`src/hw/rtl/ktis_pkg.sv`:
```
// Package for the keyed table core: table sizing, operation and status codes,
// and the controller state and command types. No dependencies.
package ktis_pkg;

  localparam int ENTRIES    = 16;
  localparam int DATA_WIDTH = 32;
  localparam int KEY_W      = 32;
  localparam int IDX_W      = $clog2(ENTRIES);
  localparam int CNT_W      = $clog2(ENTRIES + 1);
  localparam int WORD_W     = KEY_W + DATA_WIDTH;
  localparam int OP_W       = 2;
  localparam int STATUS_W   = 3;

  typedef enum logic [OP_W-1:0] {
    OP_INSERT = 2'd0,
    OP_REMOVE = 2'd1,
    OP_SEARCH = 2'd2
  } op_t;

  typedef enum logic [STATUS_W-1:0] {
    ST_INSERTED       = 3'd0,
    ST_DUPLICATE      = 3'd1,
    ST_FULL           = 3'd2,
    ST_REMOVED        = 3'd3,
    ST_NOT_FOUND      = 3'd4,
    ST_FOUND          = 3'd5,
    ST_NOT_FOUND_FULL = 3'd6
  } status_t;

  typedef enum logic [1:0] {
    S_IDLE = 2'd0,
    S_SCAN = 2'd1,
    S_DONE = 2'd2
  } state_t;

  // controller -> datapath
  typedef struct packed {
    logic load;
    logic step;
    logic finish;
  } ctl_cmd_t;

  // datapath -> controller
  typedef struct packed {
    logic scan_done;
    logic out_free;
  } ctl_sts_t;

endpackage

```
`src/hw/rtl/ktis_in_if.sv`:
```
// Operation channel interface: valid/ready handshake plus one operation beat.
// Depends on ktis_pkg for field widths.
interface ktis_in_if;
  logic                             valid;
  logic                             ready;
  logic [ktis_pkg::OP_W-1:0]        operation;
  logic signed [ktis_pkg::KEY_W-1:0] lookup_key;
  logic [ktis_pkg::DATA_WIDTH-1:0]  entry_data;

  modport source (output valid, operation, lookup_key, entry_data, input ready);
  modport sink   (input valid, operation, lookup_key, entry_data, output ready);
endinterface

```
`src/hw/rtl/ktis_out_if.sv`:
```
// Result channel interface: valid/ready handshake plus one result beat.
// Depends on ktis_pkg for field widths.
interface ktis_out_if;
  logic                          valid;
  logic                          ready;
  logic [ktis_pkg::STATUS_W-1:0] status;
  logic [ktis_pkg::IDX_W-1:0]    slot_index;
  logic [ktis_pkg::CNT_W-1:0]    occupancy;

  modport source (output valid, status, slot_index, occupancy, input ready);
  modport sink   (input valid, status, slot_index, occupancy, output ready);
endinterface

```
`src/hw/rtl/keyed_table_insert_remove_search_core.sv`:
```
// Keyed table core: insert, remove and search over a table of key/payload
// entries by linear scan. Depends on ktis_pkg, ktis_in_if, ktis_out_if,
// ktis_ctrl and ktis_dp.
//
//   channel  | dir | handshake            | beat
//   ---------+-----+----------------------+--------------------------------------
//   in_bus   | in  | valid/ready          | operation, lookup_key, entry_data
//   out_bus  | out | valid/ready          | status, slot_index, occupancy
//
// Each operation scans the key RAM: one read per entry, each entry compared
// on the step after its read since the RAM read data is registered, then a
// trailing compare of the last entry, a step to see the scan end, and a resolve.
// One operation is in flight at a time; the next beat is taken the cycle after
// the result is registered, even while that result still waits on
// out_bus; no new operation is taken while one is being scanned or resolved.
// A stalled result holds the core in its resolve step only if a second
// result is ready to overwrite it. Reset is synchronous and clears all valid
// marks and the occupancy count; no clearing pass is needed.
module keyed_table_insert_remove_search_core (
  input  logic       clk,
  input  logic       rst_n,
  ktis_in_if.sink    in_bus,
  ktis_out_if.source out_bus
);

  ktis_pkg::ctl_cmd_t cmd;
  ktis_pkg::ctl_sts_t sts;

  // sequence each operation: accept, scan, resolve
  ktis_ctrl u_ctrl (
    .clk      (clk),
    .rst_n    (rst_n),
    .in_valid (in_bus.valid),
    .in_ready (in_bus.ready),
    .sts      (sts),
    .cmd      (cmd)
  );

  // hold the table and the result register
  ktis_dp u_dp (
    .clk        (clk),
    .rst_n      (rst_n),
    .cmd        (cmd),
    .sts        (sts),
    .operation  (in_bus.operation),
    .lookup_key (in_bus.lookup_key),
    .entry_data (in_bus.entry_data),
    .out_ready  (out_bus.ready),
    .out_valid  (out_bus.valid),
    .status     (out_bus.status),
    .slot_index (out_bus.slot_index),
    .occupancy  (out_bus.occupancy)
  );

endmodule

```
`src/hw/rtl/ktis_ram.sv`:
```
// Generic single-write, single-read RAM with registered read data.
// No dependencies.
module ktis_ram #(
  parameter int WIDTH = 8,
  parameter int DEPTH = 16
) (
  input  logic                     clk,
  input  logic                     wr_en,
  input  logic [$clog2(DEPTH)-1:0] wr_addr,
  input  logic [WIDTH-1:0]         wr_data,
  input  logic                     rd_en,
  input  logic [$clog2(DEPTH)-1:0] rd_addr,
  output logic [WIDTH-1:0]         rd_data
);

  logic [WIDTH-1:0] mem [DEPTH];

  always_ff @(posedge clk) begin
    if (wr_en) begin
      mem[wr_addr] <= wr_data;
    end
    if (rd_en) begin
      rd_data <= mem[rd_addr];
    end
  end

endmodule

```
`src/hw/rtl/ktis_ctrl.sv`:
```
// Controller FSM for the keyed table: sequences load, scan and finish.
// Depends on ktis_pkg.
module ktis_ctrl (
  input  logic               clk,
  input  logic               rst_n,
  input  logic               in_valid,
  output logic               in_ready,
  input  ktis_pkg::ctl_sts_t sts,
  output ktis_pkg::ctl_cmd_t cmd
);

  ktis_pkg::state_t state_r, state_nxt;

  always_ff @(posedge clk) begin
    if (!rst_n) begin
      state_r <= ktis_pkg::S_IDLE;
    end else begin
      state_r <= state_nxt;
    end
  end

  always_comb begin
    state_nxt = state_r;
    case (state_r)
      ktis_pkg::S_IDLE: if (in_valid)      state_nxt = ktis_pkg::S_SCAN;
      ktis_pkg::S_SCAN: if (sts.scan_done) state_nxt = ktis_pkg::S_DONE;
      ktis_pkg::S_DONE: if (sts.out_free)  state_nxt = ktis_pkg::S_IDLE;
      default:                             state_nxt = ktis_pkg::S_IDLE;
    endcase
  end

  always_comb begin
    in_ready   = 1'b0;
    cmd.load   = 1'b0;
    cmd.step   = 1'b0;
    cmd.finish = 1'b0;
    case (state_r)
      ktis_pkg::S_IDLE: begin
        in_ready = 1'b1;
        cmd.load = in_valid;
      end
      ktis_pkg::S_SCAN: cmd.step   = !sts.scan_done;
      ktis_pkg::S_DONE: cmd.finish = sts.out_free;
      default: ;
    endcase
  end

endmodule

```
`src/hw/rtl/ktis_dp.sv`:
```
// Datapath for the keyed table: valid marks, occupancy, key/payload RAM,
// scan counter, match and free-slot tracking, result register.
// Depends on ktis_pkg and ktis_ram.
module ktis_dp (
  input  logic                                clk,
  input  logic                                rst_n,
  input  ktis_pkg::ctl_cmd_t                  cmd,
  output ktis_pkg::ctl_sts_t                  sts,
  input  logic [ktis_pkg::OP_W-1:0]           operation,
  input  logic signed [ktis_pkg::KEY_W-1:0]   lookup_key,
  input  logic [ktis_pkg::DATA_WIDTH-1:0]     entry_data,
  input  logic                                out_ready,
  output logic                                out_valid,
  output logic [ktis_pkg::STATUS_W-1:0]       status,
  output logic [ktis_pkg::IDX_W-1:0]          slot_index,
  output logic [ktis_pkg::CNT_W-1:0]          occupancy
);

  localparam logic [ktis_pkg::CNT_W-1:0] FULL_CNT = ktis_pkg::CNT_W'(ktis_pkg::ENTRIES);

  // operation latched at accept
  logic [ktis_pkg::OP_W-1:0]       op_r;
  logic [ktis_pkg::KEY_W-1:0]      key_r;
  logic [ktis_pkg::DATA_WIDTH-1:0] data_r;

  // scan state
  logic [ktis_pkg::CNT_W-1:0] cnt_r;
  logic                       rd_pend_r;
  logic [ktis_pkg::IDX_W-1:0] rd_idx_r;
  logic                       hit_r, free_r;
  logic [ktis_pkg::IDX_W-1:0] hit_idx_r, free_idx_r;

  // table state
  logic [ktis_pkg::ENTRIES-1:0] valid_r, valid_nxt;
  logic [ktis_pkg::CNT_W-1:0]   count_r, count_nxt;

  // result register
  logic                          out_valid_r;
  logic [ktis_pkg::STATUS_W-1:0] out_status_r;
  logic [ktis_pkg::IDX_W-1:0]    out_slot_r;
  logic [ktis_pkg::CNT_W-1:0]    out_occ_r;

  ktis_pkg::status_t           status_nxt;
  logic [ktis_pkg::IDX_W-1:0]  slot_nxt;
  logic                        wr_en;
  logic                        rd_en;
  logic                        scan_end;
  logic                        key_match;
  logic [ktis_pkg::WORD_W-1:0] rd_word;

  assign scan_end  = (cnt_r == FULL_CNT);
  assign rd_en     = cmd.step && !scan_end;
  assign key_match = (rd_word[ktis_pkg::WORD_W-1 -: ktis_pkg::KEY_W] == key_r);

  assign sts.scan_done = scan_end && !rd_pend_r;
  assign sts.out_free  = !out_valid_r || out_ready;

  ktis_ram #(
    .WIDTH (ktis_pkg::WORD_W),
    .DEPTH (ktis_pkg::ENTRIES)
  ) u_table (
    .clk     (clk),
    .wr_en   (wr_en),
    .wr_addr (free_idx_r),
    .wr_data ({key_r, data_r}),
    .rd_en   (rd_en),
    .rd_addr (cnt_r[ktis_pkg::IDX_W-1:0]),
    .rd_data (rd_word)
  );

  // Resolve the operation once the scan is complete.
  always_comb begin
    status_nxt = ktis_pkg::ST_NOT_FOUND;
    slot_nxt   = '0;
    valid_nxt  = valid_r;
    count_nxt  = count_r;
    wr_en      = 1'b0;
    case (op_r)
      ktis_pkg::OP_INSERT: begin
        if (count_r == FULL_CNT) begin
          status_nxt = ktis_pkg::ST_FULL;
        end else if (hit_r) begin
          status_nxt = ktis_pkg::ST_DUPLICATE;
          slot_nxt   = hit_idx_r;
        end else if (!free_r) begin
          status_nxt = ktis_pkg::ST_FULL;
        end else begin
          status_nxt            = ktis_pkg::ST_INSERTED;
          slot_nxt              = free_idx_r;
          valid_nxt[free_idx_r] = 1'b1;
          count_nxt             = count_r + 1'b1;
          wr_en                 = cmd.finish;
        end
      end
      ktis_pkg::OP_REMOVE: begin
        if (count_r != '0 && hit_r) begin
          status_nxt           = ktis_pkg::ST_REMOVED;
          slot_nxt             = hit_idx_r;
          valid_nxt[hit_idx_r] = 1'b0;
          count_nxt            = count_r - 1'b1;
        end
      end
      default: begin
        if (hit_r) begin
          status_nxt = ktis_pkg::ST_FOUND;
          slot_nxt   = hit_idx_r;
        end else if (free_r) begin
          slot_nxt = free_idx_r;
        end else begin
          status_nxt = ktis_pkg::ST_NOT_FOUND_FULL;
        end
      end
    endcase
  end

  always_ff @(posedge clk) begin
    if (!rst_n) begin
      valid_r     <= '0;
      count_r     <= '0;
      out_valid_r <= 1'b0;
      cnt_r       <= '0;
      rd_pend_r   <= 1'b0;
      hit_r       <= 1'b0;
      free_r      <= 1'b0;
    end else begin
      if (cmd.load) begin
        cnt_r     <= '0;
        rd_pend_r <= 1'b0;
        hit_r     <= 1'b0;
        free_r    <= 1'b0;
      end else if (cmd.step) begin
        // advance the read address; compare the entry read last cycle
        if (!scan_end) begin
          cnt_r <= cnt_r + 1'b1;
        end
        rd_pend_r <= !scan_end;
        if (rd_pend_r) begin
          if (valid_r[rd_idx_r]) begin
            if (key_match && !hit_r) begin
              hit_r <= 1'b1;
            end
          end else begin
            free_r <= 1'b1;
          end
        end
      end
      if (cmd.finish) begin
        valid_r     <= valid_nxt;
        count_r     <= count_nxt;
        out_valid_r <= 1'b1;
      end else if (out_ready) begin
        out_valid_r <= 1'b0;
      end
    end
  end

  always_ff @(posedge clk) begin
    if (cmd.load) begin
      op_r   <= operation;
      key_r  <= $unsigned(lookup_key);
      data_r <= entry_data;
    end
    if (rd_en) begin
      rd_idx_r <= cnt_r[ktis_pkg::IDX_W-1:0];
    end
    if (cmd.step && rd_pend_r) begin
      if (valid_r[rd_idx_r]) begin
        if (key_match && !hit_r) begin
          hit_idx_r <= rd_idx_r;
        end
      end else begin
        free_idx_r <= rd_idx_r;
      end
    end
    if (cmd.finish) begin
      out_status_r <= status_nxt;
      out_slot_r   <= slot_nxt;
      out_occ_r    <= count_nxt;
    end
  end

  assign out_valid  = out_valid_r;
  assign status     = out_status_r;
  assign slot_index = out_slot_r;
  assign occupancy  = out_occ_r;

  a_count_matches_marks: assert property (@(posedge clk) disable iff (!rst_n)
    count_r == ktis_pkg::CNT_W'($countones(valid_r)))
    else $error("occupancy disagrees with valid marks");

  a_finish_needs_room: assert property (@(posedge clk) disable iff (!rst_n)
    cmd.finish |-> (!out_valid_r || out_ready))
    else $error("result register overwritten");

  a_result_from_finish: assert property (@(posedge clk) disable iff (!rst_n)
    $rose(out_valid_r) |-> $past(cmd.finish))
    else $error("result raised without finish");

  a_insert_sets_mark: assert property (@(posedge clk) disable iff (!rst_n)
    (cmd.finish && status_nxt == ktis_pkg::ST_INSERTED) |=> valid_r[$past(free_idx_r)])
    else $error("inserted entry not marked valid");

  a_scan_quiet_when_done: assert property (@(posedge clk) disable iff (!rst_n)
    cmd.finish |-> (scan_end && !rd_pend_r))
    else $error("finish before scan complete");

endmodule

```
`src/flat_wrapper.sv`:
```
// flat-port wrapper written by rule: the top's interface ports become plain ports
module keyed_table_insert_remove_search_core_flat 
  (clk, rst_n, in_bus_valid, in_bus_operation, in_bus_lookup_key, in_bus_entry_data, in_bus_ready, out_bus_valid, out_bus_status, out_bus_slot_index, out_bus_occupancy, out_bus_ready);
  ktis_in_if in_bus_i ();
  ktis_out_if out_bus_i ();
  input  logic clk;
  input  logic rst_n;
  input wire logic [$bits(in_bus_i.valid)-1:0] in_bus_valid;
  input wire logic [$bits(in_bus_i.operation)-1:0] in_bus_operation;
  input wire logic [$bits(in_bus_i.lookup_key)-1:0] in_bus_lookup_key;
  input wire logic [$bits(in_bus_i.entry_data)-1:0] in_bus_entry_data;
  output wire logic [$bits(in_bus_i.ready)-1:0] in_bus_ready;
  output wire logic [$bits(out_bus_i.valid)-1:0] out_bus_valid;
  output wire logic [$bits(out_bus_i.status)-1:0] out_bus_status;
  output wire logic [$bits(out_bus_i.slot_index)-1:0] out_bus_slot_index;
  output wire logic [$bits(out_bus_i.occupancy)-1:0] out_bus_occupancy;
  input wire logic [$bits(out_bus_i.ready)-1:0] out_bus_ready;
  assign in_bus_i.valid = in_bus_valid;
  assign in_bus_i.operation = in_bus_operation;
  assign in_bus_i.lookup_key = in_bus_lookup_key;
  assign in_bus_i.entry_data = in_bus_entry_data;
  assign in_bus_ready = in_bus_i.ready;
  assign out_bus_valid = out_bus_i.valid;
  assign out_bus_status = out_bus_i.status;
  assign out_bus_slot_index = out_bus_i.slot_index;
  assign out_bus_occupancy = out_bus_i.occupancy;
  assign out_bus_i.ready = out_bus_ready;
  keyed_table_insert_remove_search_core u_core (.clk(clk), .rst_n(rst_n), .in_bus(in_bus_i), .out_bus(out_bus_i));
endmodule
```
`config.mk`:
```
export PLATFORM = sky130hd
export DESIGN_NAME = keyed_table_insert_remove_search_core_flat
export DESIGN_NICKNAME = d
export VERILOG_FILES = /design/src/hw/rtl/ktis_pkg.sv /design/src/hw/rtl/ktis_in_if.sv /design/src/hw/rtl/ktis_out_if.sv /design/src/hw/rtl/keyed_table_insert_remove_search_core.sv /design/src/hw/rtl/ktis_ram.sv /design/src/hw/rtl/ktis_ctrl.sv /design/src/hw/rtl/ktis_dp.sv /design/src/flat_wrapper.sv
export SDC_FILE = /design/constraint.sdc
export NUM_CORES = 1
export LEC_CHECK = 0
export ABC_AREA = 0
export BUFFER_PORTS_ARGS = -buffer_cell sky130_fd_sc_hd__buf_4
export CORE_UTILIZATION = 55
export DETAILED_ROUTE_END_ITERATION = 12
export PLACE_DENSITY = 0.83
export SETUP_SLACK_MARGIN = 0.1
export SYNTH_ARGS = -nofsm -noshare
export SYNTH_HDL_FRONTEND = slang
export SYNTH_SLANG_ARGS = --single-unit
```
`constraint.sdc`:
```
create_clock -name clk -period 3.79 [get_ports clk]
set_clock_uncertainty 0.15 [all_clocks]
set_input_delay 0.758 -clock clk [delete_from_list [all_inputs] [get_ports clk]]
set_output_delay 0.758 -clock clk [all_outputs]
set_load 0.01 [all_outputs]
```
==> results by group, run 1 <==
Min path
  • Min-delay worst type: input pin to flip-flop

GRT
  • Initial antenna violation count: 0
  • GRT met3 Usage: 4.24%
  • Total grt overflow: 0
  • GR met2 Demand/Resource: around 40%
  • GRT Overall Usage: about a quarter
  • Vias in the first global route: between 10000 and 15000
  • Most used routing layer: met2
  • Met1 Use GR: a little under a third
  • First-pass GRT wire length: 76900 um
  • Largest net degree at the start of global routing: 65

Timing
  • Headroom to the max-slew limit: roughly a quarter
  • Fin. Hold Viols: 0
  • Setup Viol. Count Final: 0
  • RSZ-0062 raised after global routing: no
  • WHS: around 0.15 ns
  • Minimum clock period after layout: around 3.2 ns
  • Slew Limit Fails: 0
  • Setup WS post-layout: around 0.56 ns
  • Fin crit share: 85.2%
  • Setup TNS: 0 ns
  • Fmax: approximately 310 MHz
  • Slew @ Worst Pin: around 1.1 ns

Cells and area
  • Antenna diodes: 0
  • Share of post-route cells with drive strength above 1: between 20% and 30%
  • Design area: approximately 0.028 mm^2
  • Most frequent cells in the layout: edfxtp_1 (602), mux4_2 (162), buf_4 (74), clkbuf_16 (60), xnor2_1 (32)
  • Area delta synth->final: 13.8%
  • Commonest non-fill, non-tap cell in the layout: edfxtp_1
  • Final Util: 63.6%
  • Final std cells w/o fill: 1827
  • Layout Nets: approximately 1300

CTS
  • Clk sinks: 634
  • Post-CTS setup buffers: 0
  • Num CTS Buffers: 60
  • Clock root buffer: clkbuf_16
  • H-tree levels: 2
  • Skew-Pair Late Insertion Delay: roughly 0.64 ns
  • CTS tree: done
  • Clk buf depth: 3
  • Worst-path clk slew: approximately 0.07 ns
  • Hold buffers post-CTS: 0
  • Post-CTS sizing: 0

Power
  • Leak: roughly 8.4 nW
  • Max VDD drop: 0.393 mV
  • Power density cells: roughly 520 mW/mm^2
  • Overall Power: ~14 mW

Setup path
  • Crit path DAT: roughly 3.4 ns
  • CP required: approximately 4.0 ns
  • Slowest CP cell: nor2_4
  • Crit-path leading delay family: simple AND/OR/NAND/NOR gates
  • CP endpoint kind: flip-flop
  • Max FO, Critical Path: 21
  • Crit start category: flip-flop
  • Critical path buffer and inverter count: 2
  • Crit Path Category: flip-flop to flip-flop
  • Max incr delay on CP: 0.64 ns
  • Critical path, cell by cell: inv_1, ha_1, nand4bb_1, and3_1, nand3_1, nor2_4, buf_12

Flow run
  • Max-cap violations: 0

Place
  • DP Area: around 0.026 mm^2
  • PortBufs: just over 50
  • Cells after DPL: 1720
  • Dpl ws: 0.629 ns
  • Detailed Place HPWL: 26900 um
  • RePlAce Congestion: 0.883

Floorplan
  • IO Count: between 80 and 90
  • Die W: roughly 210 um
  • Die area: ~0.045 mm^2
  • Die height: roughly 210 um
  • Core Footprint: ~0.043 mm^2
  • Initial Utilization: 55.9%
  • # rows: 76

Logic synthesis
  • Ys Warns: 0
  • EDFF count, synth: 602
  • Post-synth net total: between 1000 and 1500
  • Mapped Cells: around 1100
  • Post-synth cell types: 54
  • Top FF cell, synth: edfxtp_1
  • Sequential element share of the synthesized area: slightly below 80%
  • Asr flop ratio synth: 0%
  • Synthesized area per cell: 22.1 um^2
  • Synth Register Bits: between 600 and 700
  • Cell area after synthesis: about 0.024 mm^2

Detailed routing
  • Via density: about 6.4
  • # DRC: 0
  • Drt initial violations: roughly 1300
  • Post-Route WL: 52000 um
  • Total number of vias: 11656
  • WL/cell: about 28 um
  • 1st-pass router iterations: 5
  • Antenna viol nets, final: 0

Status
  • Status: finished clean
==> synth_stat cells (all sizes together) (2+ instances only) <==
| library cell | instances | area [um^2] |
|---|---|---|
| edfxtp | 602 | 18100 |
| mux4 | 162 | 3650 |
| nor2 | 39 | 146 |
| dfxtp | 32 | 641 |
| xnor2 | 32 | 280 |
| buf | 25 | 130 |
| clkbuf | 22 | 82.6 |
| nand2 | 21 | 78.8 |
| nor3 | 20 | 105 |
| a21oi | 15 | 75.1 |
| inv | 13 | 48.8 |
| nand4 | 10 | 62.6 |
| nor2b | 9 | 56.3 |
| nand2b | 8 | 50.1 |
| nand3 | 8 | 40.0 |
| a31oi | 6 | 37.5 |
| mux2i | 6 | 60.1 |
| xor2 | 6 | 52.6 |
| a22o | 5 | 43.8 |
| a221oi | 4 | 35.0 |
| and3 | 4 | 30.0 |
| ha | 4 | 50.1 |
| nor4 | 4 | 25.0 |
| o21ai | 4 | 31.3 |
| a211oi | 3 | 22.5 |
| a21o | 3 | 22.5 |
| a311oi | 3 | 26.3 |
| o41ai | 3 | 26.3 |
| nand4bb | 2 | 22.5 |
| o221a | 2 | 22.5 |
| o311a | 2 | 20.0 |
| or2 | 2 | 12.5 |
==> power breakdown <==
part	switching, mW	internal [mW]	total (mW)
combinational	0.254	0.257	0.511
clock	2.52	3.31	5.84
sequential	0.142	7.78	7.92
total	2.92	11.4	14.3
==> cell type report <==
class | instances | area (um^2)
Fill cell | 2749 | 15700
Sequential cell | 634 | 18700
Multi-Input combinational cell | 401 | 5330
Clock buffer | 76 | 1560
Timing Repair Buffer | 86 | 796
Inverter | 14 | 52.6
Tap cell | 585 | 732
Clock inverter | 31 | 324
==> kinds of logic after synthesis <==
group	share of synthesized area, %
AOI/OAI and AO/OA	1.86
xor gates and xnor gates	1.38
adders and majority gates	0.207
buffers and inverters	1.10
DFF	77.4
muxes	15.3
and+or+nand+nor	2.77
==> flip-flops by register name, summed over array words and instances, names as in the netlist, 2 cells and up <==
register,cells
u_core.u_dp.hit_idx_r,4
u_core.u_dp.status,3
u_core.u_dp.count_r,5
u_core.u_dp.cnt_r,5
u_core.u_dp.occupancy,5
u_core.u_dp.slot_index,4
u_core.u_dp.free_idx_r,4
u_core.u_dp.valid_r,16
u_core.u_dp.u_table.mem,512
u_core.u_dp.key_r,32
u_core.u_dp.op_r,2
u_core.u_dp.rd_idx_r,4
u_core.u_ctrl.state_r,2
u_core.u_dp.u_table.rd_data,32
==> routing by layer <==
layer  vias up  wire length, um
met5         -                0
met4         0             1900
met3       133             4190
met2       665            26500
met1      6066            19400
li1       4792                -
==> worst paths after layout <==
check                                        end  cells after the start  slack, ns                     from
setup / recovery  u_core.u_dp.u_table.mem[9][61]                      7       0.56   u_core.u_dp.count_r[0]
hold / removal              u_core.u_dp.key_r[6]                      1       0.15     in_bus_lookup_key[6]
setup reg to reg  u_core.u_dp.u_table.mem[9][61]                      7       0.56   u_core.u_dp.count_r[0]
hold reg to reg         u_core.u_dp.hit_idx_r[3]                      0       0.37  u_core.u_dp.rd_idx_r[3]
==> worst register-to-register path, cell delays in order, from the launching register on <==
cell,delay [ns]
dfxtp_1,0.41
inv_1,0.10
ha_1,0.27
nand4bb_1,0.21
and3_1,0.38
nand3_1,0.43
nor2_4,0.64
buf_12,0.29
(Power assumes the default switching activity.)
==> inputs of run 2 (changes only) <==
--- a/config.mk
+++ b/config.mk
@@ -7,7 +7,10 @@
 export LEC_CHECK = 0
 export ABC_AREA = 0
 export BUFFER_PORTS_ARGS = -buffer_cell sky130_fd_sc_hd__buf_4
-export CORE_UTILIZATION = 55
+export CELL_PAD_IN_SITES_DETAIL_PLACEMENT = 0
+export CELL_PAD_IN_SITES_GLOBAL_PLACEMENT = 1
+export CORE_UTILIZATION = 49
+export CTS_BUF_LIST = sky130_fd_sc_hd__clkbuf_8 sky130_fd_sc_hd__clkbuf_16
 export DETAILED_ROUTE_END_ITERATION = 12
 export PLACE_DENSITY = 0.83
 export SETUP_SLACK_MARGIN = 0.1
==> run 2 against run 1 <==
Global-route usage fell by 4.1 points. First-iteration DRC count down 10%. Wire length is 5.2% lower. Via count is 2.4% lower. Combinational power fell by 2%. Sequential power is essentially flat. Core utilization is 6.8 points lower. Sequential share of layout area is 0.57 points lower. Worst hold slack better by 0.014 ns. Critical path type unchanged.
==> results by group, run 2 (synthesis gave the netlist of run 1 again) <==
Timing
  • Fmax: between 300 and 400 MHz
  • Setup TNS: 0 ns
  • RSZ-0062 raised after global routing: no
  • WHS: around 0.16 ns
  • Setup Viol. Count Final: 0
  • Headroom to the max-slew limit: between 50% and 60%
  • Slew @ Worst Pin: 0.716 ns
  • Slew Limit Fails: 0
  • Fin crit share: 85.5%
  • Minimum clock period after layout: between 3 and 4 ns
  • Fin. Hold Viols: 0

Floorplan
  • Die W: ~220 um
  • # rows: 81
  • Core Footprint: slightly below 0.05 mm^2
  • Initial Utilization: between 40 and 50%
  • Die area: 0.0503 mm^2
  • Die height: about 220 um
  • IO Count: 84

Power
  • Power density cells: approximately 510 mW/mm^2
  • Max VDD drop: 0.426 mV
  • Overall Power: 14.2 mW
  • Leak: 8.50 nW

Detailed routing
  • Post-Route WL: a little under 50000 um
  • WL/cell: approximately 26 um
  • # DRC: 0
  • Drt initial violations: ~1200
  • Via density: 5.95
  • 1st-pass router iterations: 5
  • Antenna viol nets, final: 0
  • Total number of vias: 11376

Setup path
  • CP required: approximately 3.9 ns
  • Max FO, Critical Path: 22
  • CP endpoint kind: flip-flop
  • Crit path DAT: 3.39 ns
  • Crit start category: flip-flop
  • Crit Path Category: flip-flop to flip-flop

Cells and area
  • Biggest regs: u_core.u_dp.u_table.mem (512), u_core.u_dp.key_r (32), u_core.u_dp.u_table.rd_data (32)
  • Largest Register: u_core.u_dp.u_table.mem
  • Antenna diodes: 0
  • Share of post-route cells with drive strength above 1: just under 30%
  • Area delta synth->final: 14.7%
  • Largest register FFs: 512
  • Final Util: 56.8%
  • Most frequent cells in the layout: edfxtp_1 (602), mux4_2 (162), buf_4 (71), clkbuf_16 (60), xnor2_1 (32)
  • Layout Nets: roughly 1300
  • Fillcell total: ~3600
  • Commonest non-fill, non-tap cell in the layout: edfxtp_1

CTS
  • Hold buffers post-CTS: 0
  • Post-CTS setup buffers: 0
  • CTS tree: done
  • Post-CTS sizing: 0
  • H-tree levels: 2
  • Clock root buffer: clkbuf_16
  • Clk buf depth: 3
  • Clk sinks: 634
  • Worst-path clk slew: roughly 0.060 ns
  • Skew-Pair Late Insertion Delay: around 0.62 ns
  • Num CTS Buffers: 59

Flow run
  • Max-cap violations: 0

GRT
  • GRT Overall Usage: 20.3%
  • Initial antenna violation count: 0
  • First-pass GRT wire length: 74000 um
  • Total grt overflow: 0
  • Vias in the first global route: approximately 12000
  • Largest net degree at the start of global routing: 43

Place
  • Detailed Place HPWL: around 27000 um
  • RePlAce Congestion: 0.820
  • PortBufs: slightly above 50

Status
  • Status: finished clean

Min path
  • Min-delay worst type: input pin to flip-flop
-- run 2: cell count changes in the layout (fill, tap and decap cells not counted), moves of 2 or more --
cell,delta
clkinv_2,+4
clkinv_1,+2
buf_12,+7
clkbuf_1,-16
buf_4,-3
inv_1,+12
-- run 2: metal layers --
metal,GRT usage (%),share of wire (%)
met5,0,0
met4,6.91,2.6
met3,3.34,6.9
met2,33.8,51
met1,27.4,40
-- run 2: path summary, 6_finish.rpt --
kind | endpoint | slack [ns] | startpoint | depth (start not counted)
setup / recovery | u_core.u_dp.u_table.mem[13][48] | 0.55 | u_core.u_dp.count_r[0] | 7
hold / removal | u_core.u_dp.key_r[7] | 0.16 | in_bus_lookup_key[7] | 1
setup reg to reg | u_core.u_dp.u_table.mem[13][48] | 0.55 | u_core.u_dp.count_r[0] | 7
hold reg to reg | u_core.u_dp.free_idx_r[3] | 0.36 | u_core.u_dp.rd_idx_r[3] | 0
-- run 2: where the power goes --
part / switching, mW / internal (mW) / total, mW
Sequential: 0.154 / 7.78 / 7.93
Combinational: 0.237 / 0.265 / 0.501
Clock: 2.46 / 3.33 / 5.79
Total: 2.85 / 11.4 / 14.2
-- run 2: final cells by class --
| type | instances | area [um^2] | share of cell area (%) |
|---|---|---|---|
| Sequential cell | 634 | 18700 | 67.5 |
| Inverter | 14 | 52.6 | 0.189 |
| Clock buffer | 60 | 1500 | 5.41 |
| Timing Repair Buffer | 90 | 913 | 3.29 |
| Multi-Input combinational cell | 401 | 5330 | 19.2 |
| Tap cell | 664 | 831 | 2.99 |
| Clock inverter | 48 | 399 | 1.44 |
-- run 2: critical path: stages, from the launching register on --
cell	delay, ns
dfxtp_1	0.41
inv_1	0.10
ha_1	0.27
nand4bb_1	0.19
and3_1	0.37
nand3_1	0.48
nor2_4	0.64
buf_12	0.30
-- run 2: through the flow --
stage                     worst slack [ns]  cells  area (um^2)
final                                0.548   1911        27800
after global routing                 0.366   1911        27800
after CTS                            0.553   1911        27800
after detailed placement             0.577   1803        25900
after global placement               0.643   1803        25900
after floorplan                      0.171   1096        24200
